<file path="src/rtl/rhb_pkg.sv">
package rhb_pkg;

  // Fixed widths of the item fields.
  localparam int unsigned OP_W    = 2;
  localparam int unsigned STAT_W  = 3;
  localparam int unsigned IDX_W   = 3;
  localparam int unsigned CNT_W   = 4;
  localparam int unsigned STAMP_W = 32;
  localparam int unsigned TEMP_W  = 11;
  localparam int unsigned PULSE_W = 10;
  localparam int unsigned RESP_W  = 10;
  localparam int unsigned GLUC_W  = 11;
  localparam int unsigned SYS_W   = 10;
  localparam int unsigned DIA_W   = 10;

  // Default number of records held.
  localparam int unsigned DEPTH_DEF = 8;

  // Operation codes.
  localparam logic [OP_W-1:0] OP_ADD  = 2'd0;
  localparam logic [OP_W-1:0] OP_DEL  = 2'd1;
  localparam logic [OP_W-1:0] OP_DUMP = 2'd2;

  // Result status codes.
  localparam logic [STAT_W-1:0] ST_ADDED   = 3'd0;
  localparam logic [STAT_W-1:0] ST_DROPPED = 3'd1;
  localparam logic [STAT_W-1:0] ST_DELETED = 3'd2;
  localparam logic [STAT_W-1:0] ST_NOTFND  = 3'd3;
  localparam logic [STAT_W-1:0] ST_RECORD  = 3'd4;
  localparam logic [STAT_W-1:0] ST_EMPTY   = 3'd5;

  typedef struct packed {
    logic [OP_W-1:0]    op;
    logic [STAMP_W-1:0] stamp_secs;
    logic [TEMP_W-1:0]  temp_tenths_f;
    logic [PULSE_W-1:0] pulse_bpm;
    logic [RESP_W-1:0]  resp_rate;
    logic [GLUC_W-1:0]  glucose_level;
    logic [SYS_W-1:0]   systolic_mmhg;
    logic [DIA_W-1:0]   diastolic_mmhg;
  } in_item_t;

  typedef struct packed {
    logic [STAT_W-1:0]  status;
    logic [IDX_W-1:0]   entry_index;
    logic [CNT_W-1:0]   entry_count;
    logic [STAMP_W-1:0] out_stamp;
    logic [TEMP_W-1:0]  out_temp;
    logic [PULSE_W-1:0] out_pulse;
    logic [RESP_W-1:0]  out_resp;
    logic [GLUC_W-1:0]  out_glucose;
    logic [SYS_W-1:0]   out_systolic;
    logic [DIA_W-1:0]   out_diastolic;
    logic               last;
  } out_item_t;

  // One stored record.
  typedef struct packed {
    logic [STAMP_W-1:0] stamp;
    logic [TEMP_W-1:0]  temp;
    logic [PULSE_W-1:0] pulse;
    logic [RESP_W-1:0]  resp;
    logic [GLUC_W-1:0]  glucose;
    logic [SYS_W-1:0]   systolic;
    logic [DIA_W-1:0]   diastolic;
  } rec_t;

  typedef enum logic [2:0] {
    S_IDLE,
    S_ADD,
    S_SRCH_RD,
    S_SRCH_CMP,
    S_SHIFT_RD,
    S_SHIFT_WR,
    S_DUMP_RD,
    S_DUMP_OUT
  } state_t;

  // Commands from the controller to the datapath.
  typedef struct packed {
    logic load;
    logic rd_cur;
    logic rd_next;
    logic wr_shift;
    logic inc;
    logic mark;
    logic add;
    logic del_done;
    logic emit_nf;
    logic emit_empty;
    logic emit_rec;
  } dp_cmd_t;

  // Status from the datapath to the controller.
  typedef struct packed {
    logic idx_end;
    logic next_end;
    logic match;
    logic empty;
  } dp_stat_t;

endpackage

</file>
<file path="src/rtl/rhb_ctrl.sv">
module rhb_ctrl (
  input  logic                        clk,
  input  logic                        rst,
  input  logic                        start,
  input  logic [rhb_pkg::OP_W-1:0]    op,
  input  rhb_pkg::dp_stat_t           stat,
  output rhb_pkg::dp_cmd_t            cmd,
  output logic                        busy
);

  rhb_pkg::state_t state;
  rhb_pkg::state_t state_next;

  // State register.
  always_ff @(posedge clk) begin
    if (rst) begin
      state <= rhb_pkg::S_IDLE;
    end else begin
      state <= state_next;
    end
  end

  // Next-state logic.
  always_comb begin
    state_next = state;
    case (state)
      rhb_pkg::S_IDLE: begin
        if (start) begin
          case (op)
            rhb_pkg::OP_ADD:  state_next = rhb_pkg::S_ADD;
            rhb_pkg::OP_DEL:  state_next = rhb_pkg::S_SRCH_RD;
            rhb_pkg::OP_DUMP: state_next = rhb_pkg::S_DUMP_RD;
            default:          state_next = rhb_pkg::S_IDLE;
          endcase
        end
      end
      rhb_pkg::S_ADD: state_next = rhb_pkg::S_IDLE;
      rhb_pkg::S_SRCH_RD: begin
        state_next = stat.idx_end ? rhb_pkg::S_IDLE : rhb_pkg::S_SRCH_CMP;
      end
      rhb_pkg::S_SRCH_CMP: begin
        state_next = stat.match ? rhb_pkg::S_SHIFT_RD : rhb_pkg::S_SRCH_RD;
      end
      rhb_pkg::S_SHIFT_RD: begin
        state_next = stat.next_end ? rhb_pkg::S_IDLE : rhb_pkg::S_SHIFT_WR;
      end
      rhb_pkg::S_SHIFT_WR: state_next = rhb_pkg::S_SHIFT_RD;
      rhb_pkg::S_DUMP_RD: begin
        state_next = stat.idx_end ? rhb_pkg::S_IDLE : rhb_pkg::S_DUMP_OUT;
      end
      rhb_pkg::S_DUMP_OUT: begin
        state_next = stat.next_end ? rhb_pkg::S_IDLE : rhb_pkg::S_DUMP_RD;
      end
      default: state_next = rhb_pkg::S_IDLE;
    endcase
  end

  // Command outputs.
  always_comb begin
    cmd  = '0;
    busy = (state != rhb_pkg::S_IDLE);
    case (state)
      rhb_pkg::S_IDLE:     cmd.load = start;
      rhb_pkg::S_ADD:      cmd.add = 1'b1;
      rhb_pkg::S_SRCH_RD: begin
        cmd.emit_nf = stat.idx_end;
        cmd.rd_cur  = !stat.idx_end;
      end
      rhb_pkg::S_SRCH_CMP: begin
        cmd.mark = stat.match;
        cmd.inc  = !stat.match;
      end
      rhb_pkg::S_SHIFT_RD: begin
        cmd.del_done = stat.next_end;
        cmd.rd_next  = !stat.next_end;
      end
      rhb_pkg::S_SHIFT_WR: begin
        cmd.wr_shift = 1'b1;
        cmd.inc      = 1'b1;
      end
      rhb_pkg::S_DUMP_RD: begin
        cmd.emit_empty = stat.empty;
        cmd.rd_cur     = !stat.idx_end;
      end
      rhb_pkg::S_DUMP_OUT: begin
        cmd.emit_rec = 1'b1;
        cmd.inc      = !stat.next_end;
      end
      default: cmd = '0;
    endcase
  end

endmodule

</file>
<file path="src/rtl/rhb_dpath.sv">
module rhb_dpath #(
  parameter int unsigned DEPTH = rhb_pkg::DEPTH_DEF
) (
  input  logic                 clk,
  input  logic                 rst,
  input  rhb_pkg::in_item_t    item,
  input  rhb_pkg::dp_cmd_t     cmd,
  output rhb_pkg::dp_stat_t    stat,
  output logic                 strobe,
  output rhb_pkg::out_item_t   result
);

  localparam int unsigned IW = (DEPTH > 1) ? $clog2(DEPTH) : 1;
  localparam int unsigned CW = $clog2(DEPTH + 1);

  // Circular store: logical position i lives at (head + i) mod DEPTH.
  rhb_pkg::rec_t mem [DEPTH];
  rhb_pkg::rec_t rec_in;
  rhb_pkg::rec_t rdata;

  logic [IW-1:0] head;
  logic [CW-1:0] count;
  logic [CW-1:0] idx;
  logic [CW-1:0] found;

  logic          full;
  logic [CW-1:0] rd_off;
  logic [CW-1:0] wr_off;
  logic [CW:0]   rd_sum;
  logic [CW:0]   wr_sum;
  logic [IW-1:0] raddr;
  logic [IW-1:0] waddr;
  logic          wr_en;
  rhb_pkg::rec_t wdata;
  logic [CW:0]   idx_p1;
  logic          emit;
  rhb_pkg::out_item_t result_next;

  assign full   = (count == CW'(DEPTH));
  assign idx_p1 = {1'b0, idx} + (CW+1)'(1);
  assign emit   = cmd.add || cmd.del_done || cmd.emit_nf || cmd.emit_empty ||
                  cmd.emit_rec;

  // Status toward the controller.
  assign stat.idx_end  = (idx == count);
  assign stat.next_end = (idx_p1 >= {1'b0, count});
  assign stat.match    = (rdata.stamp == rec_in.stamp);
  assign stat.empty    = (count == '0);

  // Logical-to-physical address mapping, one compare and subtract each.
  always_comb begin
    rd_off = cmd.rd_next ? idx_p1[CW-1:0] : idx;
    wr_off = cmd.add ? count : idx;
    rd_sum = {{(CW+1-IW){1'b0}}, head} + {1'b0, rd_off};
    wr_sum = {{(CW+1-IW){1'b0}}, head} + {1'b0, wr_off};
    if (rd_sum >= (CW+1)'(DEPTH)) begin
      rd_sum = rd_sum - (CW+1)'(DEPTH);
    end
    if (wr_sum >= (CW+1)'(DEPTH)) begin
      wr_sum = wr_sum - (CW+1)'(DEPTH);
    end
    raddr = rd_sum[IW-1:0];
    waddr = wr_sum[IW-1:0];
    wr_en = cmd.add || cmd.wr_shift;
    wdata = cmd.add ? rec_in : rdata;
  end

  // Record memory write port.
  always_ff @(posedge clk) begin
    if (wr_en) begin
      mem[waddr] <= wdata;
    end
  end

  // Record memory read port, registered.
  always_ff @(posedge clk) begin
    if (cmd.rd_cur || cmd.rd_next) begin
      rdata <= mem[raddr];
    end
  end

  // Captured input item and the index of the matching record.
  always_ff @(posedge clk) begin
    if (cmd.load) begin
      rec_in.stamp     <= item.stamp_secs;
      rec_in.temp      <= item.temp_tenths_f;
      rec_in.pulse     <= item.pulse_bpm;
      rec_in.resp      <= item.resp_rate;
      rec_in.glucose   <= item.glucose_level;
      rec_in.systolic  <= item.systolic_mmhg;
      rec_in.diastolic <= item.diastolic_mmhg;
    end
    if (cmd.mark) begin
      found <= idx;
    end
  end

  // Head, fill count and walk index.
  always_ff @(posedge clk) begin
    if (rst) begin
      head  <= '0;
      count <= '0;
      idx   <= '0;
    end else begin
      if (cmd.load) begin
        idx <= '0;
      end else if (cmd.inc) begin
        idx <= idx_p1[CW-1:0];
      end
      if (cmd.add) begin
        if (full) begin
          head <= (head == IW'(DEPTH - 1)) ? '0 : head + IW'(1);
        end else begin
          count <= count + CW'(1);
        end
      end
      if (cmd.del_done) begin
        count <= count - CW'(1);
      end
    end
  end

  // Result strobe.
  always_ff @(posedge clk) begin
    if (rst) begin
      strobe <= 1'b0;
    end else begin
      strobe <= emit;
    end
  end

  // Next result; record fields stay zero except for dumped records.
  always_comb begin
    result_next      = '0;
    result_next.last = 1'b1;
    if (cmd.add) begin
      result_next.status      = full ? rhb_pkg::ST_DROPPED : rhb_pkg::ST_ADDED;
      result_next.entry_count = full ? rhb_pkg::CNT_W'(count)
                                     : rhb_pkg::CNT_W'(count + CW'(1));
    end else if (cmd.del_done) begin
      result_next.status      = rhb_pkg::ST_DELETED;
      result_next.entry_index = rhb_pkg::IDX_W'(found);
      result_next.entry_count = rhb_pkg::CNT_W'(count - CW'(1));
    end else if (cmd.emit_nf) begin
      result_next.status      = rhb_pkg::ST_NOTFND;
      result_next.entry_count = rhb_pkg::CNT_W'(count);
    end else if (cmd.emit_empty) begin
      result_next.status      = rhb_pkg::ST_EMPTY;
      result_next.entry_count = rhb_pkg::CNT_W'(count);
    end else begin
      result_next.status        = rhb_pkg::ST_RECORD;
      result_next.entry_index   = rhb_pkg::IDX_W'(idx);
      result_next.entry_count   = rhb_pkg::CNT_W'(count);
      result_next.out_stamp     = rdata.stamp;
      result_next.out_temp      = rdata.temp;
      result_next.out_pulse     = rdata.pulse;
      result_next.out_resp      = rdata.resp;
      result_next.out_glucose   = rdata.glucose;
      result_next.out_systolic  = rdata.systolic;
      result_next.out_diastolic = rdata.diastolic;
      result_next.last          = stat.next_end;
    end
  end

  // Result register.
  always_ff @(posedge clk) begin
    if (emit) begin
      result <= result_next;
    end
  end

endmodule

</file>
<file path="src/rtl/record_history_buffer.sv">
// Add: the single result is strobed from the result register after the add state that follows acceptance.
// Delete: each record searched is read then compared, and each record after the match is read then written down.
// Dump: each record is read through the registered memory read port, then issued before the next is read.
// Busy stays high until the final result is issued; results cannot be stalled.
// Synchronous reset empties the store at once (fill count and head cleared, no clearing pass).
module record_history_buffer #(
  parameter int unsigned DEPTH = rhb_pkg::DEPTH_DEF
) (
  input  logic                clk,
  input  logic                rst,
  input  logic                start,
  output logic                busy,
  input  rhb_pkg::in_item_t   item,
  output logic                strobe,
  output rhb_pkg::out_item_t  result
);

  rhb_pkg::dp_cmd_t  cmd;
  rhb_pkg::dp_stat_t stat;

  rhb_ctrl u_ctrl (
    .clk   (clk),
    .rst   (rst),
    .start (start),
    .op    (item.op),
    .stat  (stat),
    .cmd   (cmd),
    .busy  (busy)
  );

  rhb_dpath #(
    .DEPTH (DEPTH)
  ) u_dpath (
    .clk    (clk),
    .rst    (rst),
    .item   (item),
    .cmd    (cmd),
    .stat   (stat),
    .strobe (strobe),
    .result (result)
  );

  // A result that is not the final one means the item is still being worked on.
  a_more_pending: assert property (@(posedge clk) disable iff (rst)
    (strobe && !result.last) |-> busy)
    else $error("non-final result while idle");

  // An add is followed by a final result, strobed after the add state that follows acceptance.
  a_add_latency: assert property (@(posedge clk) disable iff (rst)
    (start && !busy && item.op == rhb_pkg::OP_ADD) |=> ##1 (strobe && result.last))
    else $error("add result missing");

  // An empty report always carries a zero count.
  a_empty_count: assert property (@(posedge clk) disable iff (rst)
    (strobe && result.status == rhb_pkg::ST_EMPTY) |-> (result.entry_count == '0))
    else $error("empty result with nonzero count");

endmodule

</file>
<file path="config.mk">
export PLATFORM = sky130hd
export DESIGN_NAME = record_history_buffer
export DESIGN_NICKNAME = d
export VERILOG_FILES = /design/src/rtl/rhb_pkg.sv /design/src/rtl/rhb_ctrl.sv /design/src/rtl/rhb_dpath.sv /design/src/rtl/record_history_buffer.sv
export SDC_FILE = /design/constraint.sdc
export NUM_CORES = 1
export LEC_CHECK = 0
export BUFFER_PORTS_ARGS = -buffer_cell sky130_fd_sc_hd__buf_2
export CORE_MARGIN = 1
export CORE_UTILIZATION = 60
export CTS_BUF_LIST = sky130_fd_sc_hd__clkbuf_16
export DETAILED_ROUTE_END_ITERATION = 8
export GPL_ROUTABILITY_DRIVEN = 0
export PLACE_DENSITY_LB_ADDON = 0.3
export RECOVER_POWER = 50
export SETUP_SLACK_MARGIN = 0.2
export SLEW_MARGIN = 20
export SYNTH_ARGS = -nofsm -noshare
export SYNTH_HDL_FRONTEND = slang
export SYNTH_HIERARCHICAL = 1
export SYNTH_SLANG_ARGS = --single-unit
</file>
<file path="constraint.sdc">
create_clock -name clk -period 10.8 [get_ports clk]
set_input_delay 2.16 -clock clk [delete_from_list [all_inputs] [get_ports clk]]
set_output_delay 2.16 -clock clk [all_outputs]
set_load 0.02 [all_outputs]
</file>
==> results of run 1 <==
[cell usage in the layout (no fill, tap or decap), types with 28 or more instances in the layout]
cell,n
buf_2,70
inv_1,39
mux4_2,188
mux2_1,74
clkbuf_16,105
buf_4,28
mux2_2,56
and2_1,95
xor2_1,41
edfxtp_1,1048
clkbuf_1,138
mux2_4,60
[area by class of cell]
class	count	area (µm²)
Clock buffer	105	2630
Clock inverter	80	712
Timing Repair Buffer	239	1120
Inverter	13	48.8
Tap cell	873	1090
Multi-Input combinational cell	653	8700
Sequential cell	1063	31800
Fill cell	4088	21200
[sequential cells by signal (all words and copies together), names as in the netlist, 3 cells and up]
name and flops:
u_dpath/result 105, u_dpath/idx 4, u_ctrl/state 3, u_dpath/count 4
u_dpath/rec_in 94, u_dpath/rdata 94, u_dpath/found 3, u_dpath/head 3
u_dpath/mem 752
[through the flow]
stage / instance area [µm²] / power, mW
final: 46100 / 8.69
after global routing: 46100 / 8.95
after CTS: 46300 / 8.77
after detailed placement: 42900 / 5.27
after global placement: 42900 / 5.25
after floorplan: 40900 / 5.09
[layer usage]
metal  share of wire  global-route usage  up-vias
met4           0.024              0.0771        2
met3           0.066              0.0381      140
met2            0.51               0.400      759
met1            0.40               0.332     9792
li1                -                   -     7955
met5         0.00016                   0        -
[cell families (layout without fill, tap and decap cells)]
logic type	Yosys count	in the layout	synth area share
buffers and inverters	99	437	0.0119
XOR/XNOR	51	51	0.0115
flip-flops	1063	1063	0.777
AO/OA/AOI/OAI	35	35	0.00649
adder cells (fa/ha/maj)	15	15	0.00496
AND/OR/NAND/NOR	169	169	0.0255
multiplexers	383	383	0.163
[worst max-delay path, delay by kind of cell, from the launching register on]
family	cells	cell delay, ns
AOI/OAI and AO/OA	1	1.15
buffers and inverters	5	4.69
DFF	1	0.60
and+or+nand+nor	2	1.20
[how the worst min path moves through the flow]
stage,start,endpoint,cells after the start
2_1_floorplan,u_dpath/idx[2],u_dpath/found[2],0
3_3_place_gp,u_dpath/rdata[59],u_dpath/result[60],1
3_5_place_dp,u_dpath/rdata[26],u_dpath/result[27],1
4_1_cts,u_dpath/rdata[12],u_dpath/result[13],1
5_1_grt,u_dpath/rdata[12],u_dpath/result[13],1
6_report,u_dpath/rdata[16],u_dpath/result[17],1
[power breakdown]
part	switching (mW)	internal [mW]
clock network	1.46	2.06
logic	0.298	0.135
registers	0.0488	4.69
[synth_stat cells, drive strengths merged, types with 7 or more instances]
cell    number  area share
edfxtp    1048        0.77
xor2        41      0.0088
dfxtp       15      0.0073
and2        95       0.015
mux4       188        0.10
o21ai        7     0.00086
nor4        10      0.0019
xnor2       10      0.0027
nand2       10      0.0011
ha          13      0.0040
nor2        17      0.0016
clkbuf      44      0.0040
a21oi        8     0.00098
buf         42      0.0067
mux2       190       0.058
nor3        12      0.0015
inv         13      0.0012
==> results.yml, run 1 <==
status:
  status: "complete, but fails checks"
  violations: "capacitance limit, slew limit"
sta:
  hold_viol: 0
  slew_headroom: -2.77
  clock_skew_ns: 0.0280
  max_clock_freq_ghz: 0.123
  fin_ws_ns: 2.65
  rsz0062_at_grt: "false"
  finalSetupViolCount: 0
  fin_crit_sh: 0.754
  fin_tns_setup_ns: 0
  worst_pin_slew_ns: 5.65
  final_max_slew_viol_count: 199
  layout_min_cycle_time_ns: 8.15
  hold_slack_ns: 0.551
drt:
  first_pass_iters: 5
  viasPerCell: 6.16
  dr.first_iter.drc_count: 1766
  drc: 0
  routed_wl_mm: 82.0
  final_antenna_net_count: 0
  route.vias.total: 18600
  avgRoutedWirePerCell_um: 27.1
setup_path:
  required_ns: 11.06
  critPathArrivalTime_ns: 8.41
  cp-end-kind: "register"
  slowest_delay_ns: 2.40
  cp_slowest_cell: "clkbuf_1"
  crit_chain: "inv_1, nor3_1, buf_4, clkbuf_1, o21ai_0, nor2_4, buf_4, buf_4"
  endpoint: "u_dpath/mem[1][10]"
  rr_endpoint: "u_dpath/mem[1][10]"
  regToRegSetupSlack_ns: 2.65
  crit_path_frequent_cell: "buf_4"
  critPathMaxFanout: 61
  r2r-start: "u_ctrl/state[0]"
  crit_path_start_kind: "register"
  reg2reg_depth: 8
  crit_type: "register to register"
  startpoint: "u_ctrl/state[0]"
synthesis:
  synth_area_per_cell_um2: 22.5
  synth.distinct_cells: 56
  netlist_area_mm2: 0.0409
  syn_inst: 1815
  synth_edf_count: 1048
  syn_nets: 1929
  ys_ff_latch: 1063
  ys.flop_type: "edfxtp_1"
  async_flop_share: 0
  synth-seq-area-share: 0.777
  yosysWarnings: 6
placed_design:
  place_inst: 2841
  portBuffers: 205
  post-place-ws_ns: 5.04
  hpwl_mm: 43.2
die:
  num_rows: 95
  initial_utilization: 0.608
  pin_count: 206
  die-width_um: 263
  die_h_um: 263
  dieArea_mm2: 0.0692
  coreArea_mm2: 0.0673
clocking:
  cts_num_sinks: 1063
  cts_hold_buf: 0
  clk_latency_ns: 0.66
  cts_tree: "yes"
  clk_pin_slew_ns: 0.06
  cts.path.max_buffers: 3
  cts-root-buf: "clkbuf_16"
  cts_buffers: 103
  htree_levels: 3
  cts-resized-gates: 0
  postCtsSetupBuffers: 0
hold_path:
  hold_path.class: "register to register"
cells_and_area:
  final_nets: 2187
  post-route-util: 0.685
  area_delta_synth_final_pct: 12.7
  diodes: 0
  final_layout_size_suffix_gt1_frac: 0.261
  layout.cells.non_filler: 3026
global_routing:
  grt_use_total: 0.241
  grt_pass1_wl_mm: 122
  gr-total-overflow: 0
  antenna_found_initial: 4
  grt_pass1_vias: 19500
  grt_max_degree: 145
power_and_ir_drop:
  ir_drop_mv: 0.174
  leakage_nw: 14.6
  powerDensity_mw_per_mm2: 189
job:
  cap_violations: 4
Note: power is estimated with default switching activity, not from simulation.
==> run 2: changes to the inputs <==
--- a/config.mk
+++ b/config.mk
@@ -5,9 +5,10 @@
 export SDC_FILE = /design/constraint.sdc
 export NUM_CORES = 1
 export LEC_CHECK = 0
+export ABC_AREA = 1
 export BUFFER_PORTS_ARGS = -buffer_cell sky130_fd_sc_hd__buf_2
 export CORE_MARGIN = 1
-export CORE_UTILIZATION = 60
+export CORE_UTILIZATION = 55
 export CTS_BUF_LIST = sky130_fd_sc_hd__clkbuf_16
 export DETAILED_ROUTE_END_ITERATION = 8
 export GPL_ROUTABILITY_DRIVEN = 0
==> constraint.sdc (replaced) <==
create_clock -name clk -period 7.2 [get_ports clk]
set_input_delay 1.44 -clock clk [delete_from_list [all_inputs] [get_ports clk]]
set_output_delay 1.44 -clock clk [all_outputs]
set_load 0.02 [all_outputs]
==> run 2 against run 1 <==
Compared with the run above:
- the run still ends with capacitance limit, slew limit left
- die area up 12%
- cell area increased by 2.1%
- core utilization fell by 5.7 points
- area after synthesis rose by 2.7%
- final cell count rose by 50%
==> results.yml, run 2 <==
power_and_ir_drop:
  power_frac_comb: 0.222
  ir_drop_mv: 0.264
  leakage_nw: 16.6
  powerDensity_mw_per_mm2: 389
  power_frac_seq: 0.483
  switching_share: 0.313
  internal-power_mw: 12.6
  p_sw_mw: 5.73
  power_mw: 18.3
  p_clk_frac: 0.295
clocking:
  cts_num_sinks: 1063
  htree_levels: 3
  cts_buffers: 104
  cts-resized-gates: 0
  clk_latency_ns: 0.65
  clk_pin_slew_ns: 0.06
  cts_hold_buf: 0
  cts_tree: "yes"
  postCtsSetupBuffers: 0
  cts.path.max_buffers: 3
  cts-root-buf: "clkbuf_16"
status:
  violations: "capacitance limit, slew limit"
  status: "complete, but fails checks"
sta:
  clock_skew_ns: 0.0165
  fin_ws_ns: 1.64
  finalSetupViolCount: 0
  fin_tns_setup_ns: 0
  worst_pin_slew_ns: 3.14
  hold_viol: 0
  final_max_slew_viol_count: 163
  max_clock_freq_ghz: 0.180
  fin_crit_sh: 0.773
  layout_min_cycle_time_ns: 5.56
  slew_headroom: -1.09
  rsz0062_at_grt: "false"
setup_path:
  startpoint: "u_dpath/idx[0]"
  r2r-start: "u_dpath/idx[0]"
  cp-end-kind: "register"
  required_ns: 7.48
  crit_path_start_kind: "register"
  crit_type: "register to register"
  critPathMaxFanout: 32
  critPathArrivalTime_ns: 5.84
die:
  die-width_um: 278
  coreArea_mm2: 0.0749
  pin_count: 206
  dieArea_mm2: 0.0775
  die_h_um: 278
  initial_utilization: 0.560
  num_rows: 100
drt:
  viasPerCell: 5.70
  route.vias.total: 25900
  avgRoutedWirePerCell_um: 20.6
  first_pass_iters: 6
  drc: 0
  routed_wl_mm: 93.5
  dr.first_iter.drc_count: 2507
  final_antenna_net_count: 0
global_routing:
  grt_pass1_vias: 24500
  grt_use_total: 0.239
  gr-total-overflow: 0
  grt_max_degree: 207
  antenna_found_initial: 0
  grt_pass1_wl_mm: 141
synthesis:
  async_flop_share: 0
  ys_top_cells_by_area: "edfxtp_1 75%, o21ai_0 6.2%, nor2_1 5.5%"
  ys.flop_type: "edfxtp_1"
  synth_area_per_cell_um2: 12.6
  syn_nets: 3447
  synth.most_common_cell: "edfxtp_1"
  yosysWarnings: 6
  synth-seq-area-share: 0.757
  synth_largest_area_cell: "edfxtp_1"
  synth_commonest_cells: "1048 x edfxtp_1, 615 x nor2_1, 523 x o21ai_0"
  synth_top_area_share: 0.749
  syn_inst: 3333
  ys_ff_latch: 1063
  synth_edf_count: 1048
  synth.distinct_cells: 39
  netlist_area_mm2: 0.0420
cells_and_area:
  diodes: 0
  post-route-util: 0.628
  layout.cells.non_filler: 4540
  top_regs: "u_dpath/mem x752, u_dpath/result x105"
  final_nets: 3597
  mostFrequentLayoutCell: "edfxtp_1"
  area_delta_synth_final_pct: 12.1
  fillers: 5521
  top_register: "u_dpath/mem"
  layout_common_cells: "1048 x edfxtp_1, 608 x nor2_1, 523 x o21ai_0, 426 x nand2_1, 178 x inv_1"
  final_layout_size_suffix_gt1_frac: 0.0854
  largest_register_ffs: 752
placed_design:
  hpwl_mm: 45.4
  portBuffers: 205
  post-place-ws_ns: 1.79
  place_inst: 4345
job:
  cap_violations: 4
hold_path:
  hold_path.class: "register to register"
  worstHoldStart: "u_dpath/rdata[60]"
-- run 2: changes by cell type after synthesis, moves of 60 or more --
cell     delta
o22ai_1    +94
inv_1     +150
mux4_2    -188
nor2_1    +598
and2_1     -95
o21ai_0   +516
nand2_1   +416
nand3_1   +118
mux2_4     -60
mux2_2    -130
-- run 2: power groups by stage --
stage	clock [mW]	sequential (mW)	combinational (mW)
final	5.40	8.84	4.06
after global routing	5.70	8.91	4.46
after CTS	5.48	8.81	4.16
after detailed placement	0	8.92	4.14
after global placement	0	8.93	4.05
after floorplan	0	9.32	2.32
-- run 2: path summary, 6_finish.rpt --
| path | endpoint | slack (ns) | cells past startpoint |
|---|---|---|---|
| setup / recovery | u_dpath/rdata[88] | 1.64 | 14 |
| hold / removal | u_dpath/result[61] | 0.56 | 2 |
| setup reg to reg | u_dpath/rdata[88] | 1.64 | 14 |
| hold reg to reg | u_dpath/result[61] | 0.56 | 2 |
-- run 2: area by class of cell --
class / instances / area [µm²] / area share
clock buffers: 107 / 2680 / 0.0569
clock inverters: 87 / 753 / 0.0160
inverters: 173 / 662 / 0.0141
multi-input cells: 1905 / 8700 / 0.185
flip-flops and latches: 1063 / 31800 / 0.675
well taps: 969 / 1210 / 0.0258
repair buffers: 236 / 1280 / 0.0271
-- run 2: critical path: stages, from the launching register on --
cell and delay (ns):
dfxtp_1 0.50, ha_1 0.25, nand2_1 0.06, nand2_1 0.13
inv_1 0.06, ha_1 0.31, a21oi_1 0.14, o21bai_1 0.08
inv_1 0.07, nand3_1 0.06, inv_1 0.09, nand3_1 0.14
inv_1 0.21, or2_0 2.24, buf_4 0.84
-- run 2: cells by family (layout without fill, tap and decap cells) --
kind of cell | after synthesis | after routing | synth area share
buffers and inverters | 365 | 603 | 0.0384
AO/OA/AOI/OAI | 688 | 688 | 0.0852
flip-flops | 1063 | 1063 | 0.757
AND/OR/NAND/NOR | 1191 | 1191 | 0.113
XOR/XNOR | 11 | 11 | 0.00247
adder cells (fa/ha/maj) | 15 | 15 | 0.00483
-- run 2: metrics by stage --
stage / area, µm² / hold WS (ns)
6_report: 47100 / 0.556
5_1_grt: 47100 / 0.570
4_1_cts: 47200 / 0.552
3_5_place_dp: 43800 / 0.542
3_3_place_gp: 43800 / 0.541
2_1_floorplan: 42000 / 0.491
-- run 2: layer usage --
layer  global-route usage  vias up  wire (µm)
met1                0.336    12500      39300
li1                     -    12100          -
met3               0.0363      186       7100
met2                0.382     1093      44300
met4               0.0900        0       2840
met5                    0        -          0
